**config.mk**
```make
export PLATFORM = sky130hd
export DESIGN_NAME = gdrc_ctrl
export DESIGN_NICKNAME = d
export VERILOG_FILES = /design/src/design/gdrc_pkg.sv /design/src/design/gdrc_ctrl.sv
export SDC_FILE = /design/constraint.sdc
export NUM_CORES = 1
export LEC_CHECK = 0
export ABC_AREA = 1
export BUFFER_PORTS_ARGS = -buffer_cell sky130_fd_sc_hd__buf_2
export CAP_MARGIN = 15
export CORE_AREA = 2 2 39 41
export DETAILED_ROUTE_END_ITERATION = 10
export DIE_AREA = 0 0 41 43
export GPL_TIMING_DRIVEN = 0
export PLACE_DENSITY = 0.59
export SYNTH_ARGS = -nofsm -noshare
export SYNTH_HDL_FRONTEND = slang
export SYNTH_SLANG_ARGS = --single-unit
```
**constraint.sdc**
```tcl
create_clock -name clk -period 1.4 [get_ports clk]
set_clock_uncertainty 0.15 [all_clocks]
set_input_delay 0.14 -clock clk [delete_from_list [all_inputs] [get_ports clk]]
set_output_delay 0.14 -clock clk [all_outputs]
set_load 0.01 [all_outputs]
```
**src/design/gdrc_pkg.sv**
```systemverilog
// gdrc_pkg: shared types, constants and state codes for the grid ray caster
// no dependencies
package gdrc_pkg;

	localparam int MapWidth = 128;
	localparam int MapHeight = 32;
	localparam int MaxSteps = 220;
	localparam int MapDepth = MapWidth * MapHeight;
	localparam int ColW = $clog2(MapWidth);
	localparam int RowW = $clog2(MapHeight);
	localparam int AddrW = $clog2(MapDepth);
	localparam int StepW = $clog2(MaxSteps + 1);

	typedef enum logic [2:0] {
		REG_PLAYER_X = 3'd0,
		REG_PLAYER_Y = 3'd1,
		REG_MAP_COLS = 3'd2,
		REG_MAP_ROWS = 3'd3,
		REG_MAX_LEN = 3'd4,
		REG_SCREEN_ROWS = 3'd5
	} reg_idx_t;

	typedef enum logic [3:0] {
		ST_IDLE,
		ST_RECIP,
		ST_SIDE,
		ST_STEP,
		ST_READ,
		ST_CHECK,
		ST_CORR,
		ST_HDIV,
		ST_FIN,
		ST_OUT
	} state_t;

	typedef struct packed {
		logic [0:0] cmd;
		logic [4:0] cell_row;
		logic [6:0] cell_col;
		logic [0:0] cell_solid;
		logic signed [15:0] dir_x;
		logic signed [15:0] dir_y;
		logic [14:0] fisheye_cos;
	} in_item_t;

	typedef struct packed {
		logic [15:0] ray_length;
		logic [15:0] corrected_dist;
		logic [11:0] wall_height;
		logic [3:0] shade;
		logic [0:0] near_wall;
	} out_item_t;

	// controller to datapath
	typedef struct packed {
		logic load;       // capture input beat, start reciprocals
		logic div_step;   // one divider iteration
		logic side;       // compute first boundary distances
		logic step;       // one dda step
		logic corr;       // corrected distance
		logic hdiv_start; // start height division
		logic fin;        // build result
		logic write_cell; // store map cell
	} dp_cmd_t;

	// datapath to controller
	typedef struct packed {
		logic div_done;
		logic stop;
	} dp_stat_t;

endpackage

```
**src/design/gdrc_ctrl.sv**
```systemverilog
// gdrc_ctrl: sequencer for cell writes and ray casts
// depends on gdrc_pkg
module gdrc_ctrl (
	input logic clk,
	input logic arst_n,
	input logic in_valid,
	input logic in_cmd,
	output logic in_ready,
	output logic out_valid,
	input logic out_ready,
	input gdrc_pkg::dp_stat_t stat,
	output gdrc_pkg::dp_cmd_t cmd
);
	import gdrc_pkg::*;

	state_t state_q, state_d;

	// state register
	always_ff @(posedge clk or negedge arst_n) begin
		if (!arst_n) begin
			state_q <= ST_IDLE;
		end else begin
			state_q <= state_d;
		end
	end

	// next state
	always_comb begin
		state_d = state_q;
		unique case (state_q)
			ST_IDLE: if (in_valid && in_cmd) state_d = ST_RECIP;
			ST_RECIP: if (stat.div_done) state_d = ST_SIDE;
			ST_SIDE: state_d = ST_STEP;
			ST_STEP: state_d = ST_READ;
			ST_READ: state_d = ST_CHECK;
			ST_CHECK: state_d = stat.stop ? ST_CORR : ST_STEP;
			ST_CORR: state_d = ST_HDIV;
			ST_HDIV: if (stat.div_done) state_d = ST_FIN;
			ST_FIN: state_d = ST_OUT;
			ST_OUT: if (out_ready) state_d = ST_IDLE;
			default: state_d = ST_IDLE;
		endcase
	end

	// outputs
	always_comb begin
		cmd = '0;
		in_ready = (state_q == ST_IDLE);
		out_valid = (state_q == ST_OUT);
		unique case (state_q)
			ST_IDLE: begin
				cmd.load = in_valid && in_cmd;
				cmd.write_cell = in_valid && !in_cmd;
			end
			ST_RECIP: cmd.div_step = 1'b1;
			ST_SIDE: cmd.side = 1'b1;
			ST_STEP: cmd.step = 1'b1;
			ST_CORR: begin
				cmd.corr = 1'b1;
			end
			ST_HDIV: begin
				cmd.div_step = 1'b1;
			end
			ST_FIN: cmd.fin = 1'b1;
			default: ;
		endcase
		if (state_q == ST_CORR) cmd.hdiv_start = 1'b1;
	end
endmodule

```
==> results by group, run 1 <==
STA
  • Final worst path period share: 108.2%
  • Max Freq: 660.2 MHz
  • Final hold vios: 0
  • Final setup vio count: 7
  • Max_slew headroom: 86.99%
  • Setup TNS: -0.3704 ns
  • Worst Max-Slew Pin Slew: 0.1945 ns
  • RSZ-0062 raised after global routing: yes
  • Post-layout min period: 1.515 ns
  • Slew Viols, Final: 0
  • PnR worst setup slack: -0.1148 ns

Hold path
  • Hold depth: 3
  • Hold crit path type: in2reg

CTS
  • H-tree depth: 1
  • Number of CTS-inserted buffers: 3
  • CTS tree: yes
  • Clock Tree Buf Depth: 2
  • Sink Count: 4
  • Clk Tree Root Cell: clkbuf_4
  • Worst-Skew Late Latency: 0.23 ns
  • Clock slew at reported path FFs: 0.04 ns

Floorplanning
  • I/O pins: 17
  • Starting Density: 25.32%
  • Die width: 41 um
  • Full die area: 1763 um2
  • Die H: 43 um
  • Core Box Area: 1384 um2
  • # rows: 14

Placed design
  • RePlAce Congestion: 0.7375
  • Final HPWL DP: 694 um
  • Post-placement cell count: 93
  • Port Buffer Count: 16

Final layout
  • Fillers: 136
  • Biggest register: state_q
  • Layout cell share with drive strength beyond 1: 56.18%
  • Highest-count cells in the layout ignoring fill and taps: nand2_1 (16), buf_2 (13), buf_4 (9)
  • Reg area: 105.1 um2
  • Most common cell after layout, fill and taps aside: nand2_1
  • Footprint of the multi-input gates: 232.7 um2
  • Max FFs per register: 4
  • Area Overhead vs Synth: 72.14%
  • Top Registers: state_q: 4 flops
  • ANT cells: 0
  • Final #Nets: 98
  • Finished Layout Cells: 105

Setup path
  • Critical Path RT: 1.11 ns
  • Slowest cell on the critical path: dfrtp_2
  • Crit Path Max Fanout: 5
  • Crit path arrival time: 1.22 ns
  • Critical Path Source Type: register
  • Worst setup path class: reg2out
  • Reg2reg path depth: 8
  • Endpoint class of the critical path: primary output
  • Slowest stage delay, CP: 0.45 ns
  • Crit path cell chain: nor2_4, nand2_2, inv_2, nand2_1, nor2_1, buf_2

Power
  • Cell Pwr Density: 2354 nW/um2
  • IR drop worst, VDD: 654.1 uV
  • Pleak: 0.3636 nW

Detailed routing
  • Vias per cell: 4.429
  • Post-detailed-route count of antenna-violating nets: 0
  • DRC errors left: 0
  • First-pass detailed-route iteration total: 2
  • Initial DRC count: 5
  • Via count: 465
  • DR WL/cell: 9.676 um
  • Total Wirelength: 1.016 mm

GRT
  • Global Route Usage Sum: 12.83%
  • Vias in the first global route: 444
  • Global-route wire length before repair: 1.607 mm
  • Total grt overflow: 0
  • Pin count of the biggest net entering global routing: 7
  • Initial antenna violation count: 0

Yosys
  • Netlist Area Pre-Place: 350.3 um2
  • Post-Syn Area per Cell: 5.743 um2
  • Syn_nets: 68
  • Cells after Synth: 61
  • Register area share after synthesis: 28.57%
  • Synthesized flop and latch total: 4
  • Syn. warnings: 0
  • Synth unique cells: 14

Run status
  • Failing checks: negative setup slack
  • Status: finished, violations left

Job
  • MaxCap Viol Count: 0
==> worst paths after layout <==
check,slack [ns],to,start
max,-0.11,cmd[0],state_q[3]
min,0.005,state_q[2],stat[0]
max reg2reg,0,state_q[3],state_q[3]
min reg2reg,0.55,state_q[0],state_q[0]
max in group asynchronous,0.88,state_q[3],arst_n
min in group asynchronous,0.09,state_q[2],arst_n
==> critical path, delay by kind of cell, from the launching register on <==
family	cells	cell delay, ns
buffers and inverters	2	0.19
DFF	1	0.45
and+or+nand+nor	4	0.35
==> cells by family (layout without fill, tap and decap cells) <==
logic type	count (synthesis)	in the layout	synth area share, %
compound gates	2	2	3.928
buf+inv	13	41	15.00
flops	4	4	28.57
simple gates	42	42	52.50
==> final cells by class <==
cell class | instances | area share, %
multi-input cells | 44 | 38.59
repair buffers | 25 | 28.01
flip-flops and latches | 4 | 17.43
inverters | 12 | 7.676
clock buffers | 3 | 3.734
well taps | 16 | 3.320
plain buffers | 1 | 1.245
==> layer usage <==
metal	part of all wire [%]	vias up	global-route usage (%)
li1	-	240	-
met1	43	217	14.43
met2	54	8	23.13
met3	3.1	0	3.141
met4	0	0	2.000
met5	0	-	0
==> through the flow <==
stage	hold slack, ns	worst slack (ns)	area, um2	utilization (%)	power (mW)
6_report	0.004822	-0.1148	603.1	43.58	1.420
5_1_grt	0.01244	-0.1800	603.1	43.58	1.554
4_1_cts	0.002574	-0.09885	581.8	42.04	1.342
3_5_place_dp	-0.2044	-0.03378	450.4	32.55	0.9123
3_3_place_gp	-0.2053	-0.01914	450.4	32.55	0.9051
2_1_floorplan	-0.3056	0.08144	350.3	-	0.7263
==> Yosys cell counts <==
master / count / area (um2)
dfrtp_1: 4 / 100.1
nand2_1: 21 / 78.83
nor3_1: 3 / 15.01
inv_1: 8 / 30.03
nor2_2: 2 / 12.51
nand2_4: 1 / 11.26
nand3_1: 6 / 30.03
nand2_2: 1 / 6.260
o2111ai_1: 1 / 8.760
buf_4: 1 / 7.510
nor2_1: 8 / 30.03
clkinv_1: 1 / 3.750
a21oi_1: 1 / 5.000
inv_2: 3 / 11.26
==> power breakdown <==
group / total [mW] / internal [mW] / switching, mW
Combinational: 0.979 / 0.470 / 0.508
Clock: 0.142 / 0.0958 / 0.0458
Sequential: 0.299 / 0.185 / 0.115
==> repair_timing <==
action	4_1_cts	5_1_grt
hold endpoints to repair	4	0
gates resized for setup	17	5
buffers inserted	7	1
pin swaps	6	2
endpoints found under the setup margin	9	13
hold buffers	1	0
Power figures use the tool's default switching activity.
==> run 2, diff against run 1 <==
--- a/config.mk
+++ b/config.mk
@@ -5,14 +5,13 @@
 export SDC_FILE = /design/constraint.sdc
 export NUM_CORES = 1
 export LEC_CHECK = 0
-export ABC_AREA = 1
 export BUFFER_PORTS_ARGS = -buffer_cell sky130_fd_sc_hd__buf_2
 export CAP_MARGIN = 15
 export CORE_AREA = 2 2 39 41
 export DETAILED_ROUTE_END_ITERATION = 10
 export DIE_AREA = 0 0 41 43
 export GPL_TIMING_DRIVEN = 0
-export PLACE_DENSITY = 0.59
+export PLACE_DENSITY = 0.5
 export SYNTH_ARGS = -nofsm -noshare
 export SYNTH_HDL_FRONTEND = slang
 export SYNTH_SLANG_ARGS = --single-unit
==> run 2 against run 1 <==
Effect of this change:
- the run still ends with negative setup slack left
- largest power group unchanged
- cell count is 10% lower
- design area up 25%
- non-clock buffer count rose by 11
- register-to-register slack worse by 0.13 ns
- die area is the same
- core utilization rose by 11 points
- sequential share of layout area shrank 3.9 points
- hold slack better by 0.035 ns
- via count down 0.22%
- area after synthesis rose by 3.6%
- sequential cell count did not move
- highest routed layer is now met4
==> results by group, run 2 <==
Placed design
  • Final HPWL DP: 672.3 um (-3.1%)
  • RePlAce Congestion: 0.6831 (-7.4%)
  • Post-placement cell count: 75 (-19%)
  • Port Buffer Count: 16 (unchanged)
  • Pre-CTS WS: -0.09531 ns (-0.06153 ns)

Power
  • IR drop worst, VDD: 908.5 uV (+39%)
  • Comb pwr share: 77.6% (+8.7 points)
  • Cell internal pwr: 940.3 uW (+25%)
  • Clock power frac: 9.5% (-0.5 points)
  • Pleak: 0.3542 nW (-2.6%)
  • Cell Pwr Density: 2134 nW/um2 (-9.4%)
  • P_sw: 664.4 uW (-0.68%)
  • Reg power frac: 13.0% (-8.1 points)
  • Switch share: 41.40% (-5.7 points)

CTS
  • Clk Tree Root Cell: clkbuf_4
  • CTS tree: yes
  • Worst-Skew Late Latency: 0.25 ns (+0.02 ns)
  • Number of CTS-inserted buffers: 3 (unchanged)
  • H-tree depth: 1 (unchanged)
  • Sink Count: 4 (unchanged)
  • Clock Tree Buf Depth: 2 (unchanged)
  • Clock slew at reported path FFs: 0.04 ns (about the same)

STA
  • Setup TNS: -2.278 ns (-1.908 ns)
  • RSZ-0062 raised after global routing: yes
  • Post-layout min period: 1.726 ns (+0.2112 ns)
  • Final setup vio count: 12 (+5)
  • Final worst path period share: 123.3% (+15 points)
  • Max Freq: 579.4 MHz (-12%)
  • Slew Viols, Final: 0 (unchanged)
  • Final hold vios: 0 (unchanged)
  • Max_slew headroom: 79.92% (-7.1 points)
  • Worst Max-Slew Pin Slew: 0.2990 ns (+0.1045 ns)
  • PnR worst setup slack: -0.3260 ns (-0.2112 ns)

Detailed routing
  • Vias per cell: 4.936 (+11%)
  • Total Wirelength: 1.354 mm (+33%)
  • Post-detailed-route count of antenna-violating nets: 0 (unchanged)
  • First-pass detailed-route iteration total: 4 (+2)
  • DR WL/cell: 14.40 um (+49%)
  • Via count: 464 (-0.22%)
  • DRC errors left: 0 (unchanged)
  • Initial DRC count: 7 (+2)

Setup path
  • Most common cell on crit path: buf_6
  • Bufs and invs on worst path: 2 (unchanged)
  • Slowest cell on the critical path: dfrtp_1
  • Endpoint class of the critical path: primary output
  • Crit path arrival time: 1.44 ns (+0.22 ns)
  • Worst setup path class: reg2out
  • Crit path cell chain: buf_6, nor4_4, and3_4, buf_6
  • Delay-heaviest family, CP: simple AND/OR/NAND/NOR gates
  • Slowest stage delay, CP: 0.37 ns (-0.08 ns)
  • Critical Path Source Type: register
  • Critical Path RT: 1.11 ns (about the same)
  • Crit Path Max Fanout: 6 (+1)

Floorplanning
  • # rows: 14 (unchanged)
  • Core Box Area: 1384 um2 (unchanged)
  • Starting Density: 26.22% (+0.90 points)
  • Die width: 41 um (unchanged)
  • Die H: 43 um (unchanged)
  • Full die area: 1763 um2 (unchanged)
  • I/O pins: 17 (unchanged)

Yosys
  • Most used DFF post-synth: dfrtp_1
  • Register area share after synthesis: 27.59% (-0.99 points)
  • Cells after Synth: 43 (-30%)
  • Netlist Area Pre-Place: 362.8 um2 (+3.6%)
  • Syn. warnings: 0 (unchanged)
  • Share of the synthesized area in the top cell type: 27.59% (-0.99 points)
  • Top post-synthesis cells by area: dfrtp_1 (28%), nor3_1 (6.9%), buf_6 (6.2%), nand3b_1 (6.2%), o2bb2ai_1 (4.8%)
  • Dominant cell type by area after synthesis: dfrtp_1
  • Synth unique cells: 24 (+10)
  • Post-Syn Area per Cell: 8.438 um2 (+47%)
  • Synth cell count leaders: nor3_1 (5), dfrtp_1 (4), nand2_1 (4), nor2_1 (4), nand3b_1 (3)
  • Count leader, synth: nor3_1
  • Post-synth EDFFs: 0 (unchanged)
  • Syn_nets: 50 (-26%)
  • Asr flop ratio synth: 100.0% (unchanged)
  • Synthesized flop and latch total: 4 (unchanged)

GRT
  • Global-route wire length before repair: 1.863 mm (+16%)
  • Initial antenna violation count: 0 (unchanged)
  • Total grt overflow: 0 (unchanged)
  • Vias in the first global route: 423 (-4.7%)
  • Global Route Usage Sum: 16.10% (+3.3 points)
  • Pin count of the biggest net entering global routing: 11 (+4)

Run status
  • Status: finished, violations left
  • Failing checks: negative setup slack

Final layout
  • Fillers: 126 (-7.4%)
  • Area Overhead vs Synth: 107.2%
  • Top Registers: state_q: 4 flops
  • Finished Layout Cells: 94 (-10%)
  • Layout cell share with drive strength beyond 1: 71.79% (+16 points)
  • Most common cell after layout, fill and taps aside: buf_2
  • Highest-count cells in the layout ignoring fill and taps: buf_2 (14), buf_6 (10), buf_4 (10)
  • Final #Nets: 87 (-11%)
  • Finished Core Util: 54.34% (+11 points)
  • Max FFs per register: 4 (unchanged)
  • ANT cells: 0 (unchanged)
  • Biggest register: state_q

Job
  • MaxCap Viol Count: 0 (unchanged)

Hold path
  • Hold crit path type: in2reg
run 2: cell types whose count changed in the layout (fill, tap and decap cells not counted), sizes merged, moves of 2 or more:
cell	delta
a21o	+2
buf	+10
inv	-10
nand2	-19
nand3	-6
nand3b	+3
nor2	-6
nor3	+2
o21ai	+2
o2bb2ai	+2
or3b	+2
run 2: power groups by stage:
stage	combinational (mW)	clock (mW)	sequential [mW]
2_1_floorplan	0.554	0	0.199
3_3_place_gp	0.722	0	0.206
3_5_place_dp	0.718	0	0.205
4_1_cts	1.04	0.159	0.204
5_1_grt	1.34	0.164	0.213
6_report	1.25	0.152	0.208
run 2: cell type report:
type / instances / area, um2 / area share [%]
inverters: 1 / 6.256 / 0.8319
repair buffers: 32 / 255.2 / 33.94
flip-flops and latches: 4 / 101.3 / 13.48
well taps: 16 / 20.02 / 2.662
clock buffers: 3 / 22.52 / 2.995
multi-input cells: 33 / 294.0 / 39.10
plain buffers: 5 / 52.55 / 6.988
run 2: worst reg2reg max path: cells and delay by family, from the launching register on:
family	cells	cell delay (ns)
flops	1	0.39
buf+inv	1	0.14
simple gates	1	0.49
compound gates	2	0.24
run 2: kinds of logic (layout without fill, tap and decap cells):
kind of cell | count (synthesis) | count (layout) | synth area share, %
buffers and inverters | 6 | 41 | 12.75
AND/OR/NAND/NOR | 23 | 23 | 38.96
XOR/XNOR | 1 | 1 | 2.414
AO/OA/AOI/OAI | 9 | 9 | 18.27
flip-flops | 4 | 4 | 27.59
run 2: timing repair:
action,in CTS,in global routing
cloned,0,1
resized for setup,13,11
endpoints found under the setup margin,11,13
pin swaps,8,7
hold buffers,1,0
setup buffers,11,3
endpoints found under the hold margin,4,0
run 2: per-layer routing:
metal / GRT usage [%] / up-vias / share of wire [%]
li1: - / 222 / -
met1: 19.74 / 222 / 40
met2: 24.06 / 16 / 51
met3: 2.094 / 4 / 5.3
met4: 12.00 / 0 / 2.7
met5: 0 / - / 0
run 2: worst paths after layout:
| path | startpoint | to | slack, ns | cells past startpoint |
|---|---|---|---|---|
| worst min-delay path | out_ready | state_q[3] | 0.04 | 3 |
| worst max-delay path | state_q[0] | cmd[7] | -0.33 | 4 |
| worst min register to register | state_q[0] | state_q[0] | 0.50 | 2 |
| worst max register to register | state_q[3] | state_q[0] | -0.13 | 4 |
| max in group asynchronous | arst_n | state_q[2] | 0.88 | 2 |
| min in group asynchronous | arst_n | state_q[3] | 0.08 | 2 |
run 2: metrics by stage:
stage	hold WS (ns)	power, mW	instance area [um2]
after detailed placement	-0.2000	0.9227	488.0
after global routing	0.04991	1.719	752.0
after global placement	-0.1978	0.9279	488.0
after floorplan	-0.3056	0.7531	387.9
final	0.03952	1.605	752.0
after CTS	0.03309	1.399	663.1
==> run 3, diff against run 2 <==
--- a/config.mk
+++ b/config.mk
@@ -7,11 +7,13 @@
 export LEC_CHECK = 0
 export BUFFER_PORTS_ARGS = -buffer_cell sky130_fd_sc_hd__buf_2
 export CAP_MARGIN = 15
-export CORE_AREA = 2 2 39 41
+export CELL_PAD_IN_SITES_DETAIL_PLACEMENT = 0
+export CELL_PAD_IN_SITES_GLOBAL_PLACEMENT = 1
+export CORE_AREA = 5 5 42 44
 export DETAILED_ROUTE_END_ITERATION = 10
-export DIE_AREA = 0 0 41 43
+export DIE_AREA = 0 0 47 49
 export GPL_TIMING_DRIVEN = 0
-export PLACE_DENSITY = 0.5
+export PLACE_DENSITY = 0.66
 export SYNTH_ARGS = -nofsm -noshare
 export SYNTH_HDL_FRONTEND = slang
 export SYNTH_SLANG_ARGS = --single-unit
==> run 3 against run 2 <==
Effect of this change:
- largest cell class is now multi-input combinational cells
- highest routed layer unchanged
- critical endpoint unchanged
- clock power is essentially flat
- the run still ends with negative setup slack left
- first-iteration DRC count shrank 100%
- die area grew 31%
- hold slack gained 0.0081 ns
- sequential cell count is the same
==> results by group, run 3 (synthesis gave the netlist of run 2 again) <==
STA
  • Final hold vios: 0 (unchanged)
  • Slew Viols, Final: 0 (unchanged)
  • Setup TNS: -2.204 ns (+0.07432 ns)
  • Worst Max-Slew Pin Slew: 0.2979 ns (-0.001050 ns)
  • Final setup vio count: 12 (unchanged)
  • RSZ-0062 raised after global routing: yes
  • PnR worst setup slack: -0.3161 ns (+0.009809 ns)
  • Final worst path period share: 122.6% (-0.70 points)
  • Max Freq: 582.7 MHz (+0.57%)
  • Max_slew headroom: 79.99% (about the same)
  • Post-layout min period: 1.716 ns (-0.009809 ns)
  • Final hold slack: 0.04760 ns (+0.008083 ns)

Placed design
  • Port Buffer Count: 16 (unchanged)
  • Post-DP Area: 488.0 um2 (unchanged)
  • Final HPWL DP: 729.4 um (+8.5%)
  • RePlAce Congestion: 0.6950 (+1.7%)

Setup path
  • Endpoint class of the critical path: primary output
  • Most common cell on crit path: buf_6
  • Crit Path Max Fanout: 4 (-2)
  • Worst setup path class: reg2out
  • Crit path cell chain: buf_6, nor4_4, and3_4, buf_6
  • Slowest stage delay, CP: 0.37 ns (about the same)
  • Bufs and invs on worst path: 2 (unchanged)
  • Crit Reg-Reg Endpoint: state_q[0]
  • Reg2reg setup slack: -0.13 ns (about the same)
  • CP Depth: 4 (unchanged)
  • Delay-heaviest family, CP: simple AND/OR/NAND/NOR gates
  • R2r startpoint: state_q[1]
  • Crit path arrival time: 1.43 ns (about the same)
  • Reg2reg path depth: 5 (+1)
  • Critical Path RT: 1.11 ns (about the same)
  • Critical Path Source Type: register
  • Slowest cell on the critical path: dfrtp_1

CTS
  • Clock slew at reported path FFs: 0.04 ns (about the same)
  • Sink Count: 4 (unchanged)
  • Clk Tree Root Cell: clkbuf_4
  • Number of CTS-inserted buffers: 3 (unchanged)
  • Worst-Skew Late Latency: 0.25 ns (about the same)
  • CTS tree: yes
  • H-tree depth: 1 (unchanged)
  • Clock Tree Buf Depth: 2 (unchanged)

Power
  • Pleak: 0.3522 nW (-0.57%)
  • Cell Pwr Density: 2091 nW/um2 (-2.0%)
  • P_sw: 672.8 uW (+1.3%)
  • Total power: 1.596 mW (-0.54%)
  • Cell internal pwr: 923.2 uW (-1.8%)
  • Reg power frac: 13.0% (about the same)
  • IR drop worst, VDD: 1009 uV (+11%)
  • Clock power frac: 9.4% (about the same)
  • Switch share: 42.15% (+0.75 points)
  • Comb pwr share: 77.6% (about the same)

Floorplanning
  • Starting Density: 25.89% (-0.33 points)
  • # rows: 14 (unchanged)
  • Die H: 49 um (+14%)
  • I/O pins: 17 (unchanged)
  • Full die area: 2303 um2 (+31%)
  • Die width: 47 um (+15%)
  • Core Box Area: 1401 um2 (+1.3%)

Final layout
  • Final #Nets: 87 (unchanged)
  • Most common cell after layout, fill and taps aside: buf_2
  • Top Registers: state_q: 4 flops
  • Highest-count cells in the layout ignoring fill and taps: buf_2 (13), buf_6 (11), buf_4 (11)
  • Finished Core Util: 54.46% (+0.12 points)
  • Fillers: 141 (+12%)
  • Area Overhead vs Synth: 110.3%
  • Biggest register: state_q
  • ANT cells: 0 (unchanged)
  • Max FFs per register: 4 (unchanged)
  • Final Cell Area: 763.2 um2 (+1.5%)
  • Footprint of the multi-input gates: 317.8 um2 (+8.1%)
  • Reg area: 100.1 um2 (-1.2%)
  • Layout cell share with drive strength beyond 1: 74.36% (+2.6 points)

Hold path
  • Hold-critical path endpoint: state_q[3]
  • Hold crit path type: in2reg
  • Hold depth: 3 (unchanged)
  • Min-delay src: out_ready

Detailed routing
  • DR WL/cell: 13.38 um (-7.1%)
  • Initial DRC count: 0 (-7)
  • Total Wirelength: 1.258 mm (-7.1%)
  • DRC errors left: 0 (unchanged)
  • Via count: 427 (-8.0%)
  • First-pass detailed-route iteration total: 1 (-3)
  • Vias per cell: 4.543 (-8.0%)
  • Post-detailed-route count of antenna-violating nets: 0 (unchanged)

GRT
  • Initial antenna violation count: 0 (unchanged)
  • Global-route wire length before repair: 1.925 mm (+3.3%)
  • Total grt overflow: 0 (unchanged)
  • Global Route Usage Sum: 11.94% (-4.2 points)
  • Pin count of the biggest net entering global routing: 9 (-2)
  • Vias in the first global route: 441 (+4.3%)

Run status
  • Failing checks: negative setup slack
  • Status: finished, violations left

Job
  • MaxCap Viol Count: 0 (unchanged)
run 3: what timing repair did:
action | CTS | global route
buffers inserted | 12 | 4
setup endpoints to repair | 11 | 13
hold buffers | 1 | 0
endpoints found under the hold margin | 4 | 0
pin swaps | 11 | 6
gates resized for setup | 15 | 15
run 3: worst max path at each step:
stage,from,endpoint
detailed placement,state_q[3],cmd[7]
finish,state_q[0],cmd[7]
global placement,state_q[3],cmd[7]
CTS,state_q[0],cmd[7]
global route,state_q[1],cmd[7]
floorplan,state_q[1],cmd[7]
run 3: layout make-up:
class / instances / share of cell area (%)
Multi-Input combinational cell: 33 / 41.64
Timing Repair Buffer: 32 / 31.97
Sequential cell: 4 / 13.11
Buffer: 5 / 6.885
Clock buffer: 3 / 2.951
Tap cell: 16 / 2.623
Inverter: 1 / 0.8197
run 3: worst register-to-register path, cell delays in order (launching register included):
cell,delay [ns]
dfrtp_1,0.37
buf_6,0.13
or3b_4,0.40
buf_6,0.14
o22ai_2,0.13
o2bb2ai_1,0.13
run 3: power groups by stage:
stage / clock network, mW / registers [mW] / logic [mW]
global placement: 0 / 0.203 / 0.732
CTS: 0.144 / 0.204 / 1.01
floorplan: 0 / 0.199 / 0.554
global route: 0.174 / 0.213 / 1.32
finish: 0.150 / 0.207 / 1.24
detailed placement: 0 / 0.204 / 0.735
run 3: per-stage QoR:
step / std cells / worst slack [ns]
4_1_cts: 91 / -0.2961
6_report: 94 / -0.3161
2_1_floorplan: 43 / 0.002831
5_1_grt: 94 / -0.3941
3_5_place_dp: 75 / -0.08631
3_3_place_gp: 75 / -0.09758
run 3: per-layer routing:
layer	share of wire [%]	track usage (%)	vias up
met3	4.3	2.952	5
li1	-	-	225
met1	40	13.30	184
met2	51	18.10	13
met5	0	0	-
met4	4.6	9.677	0
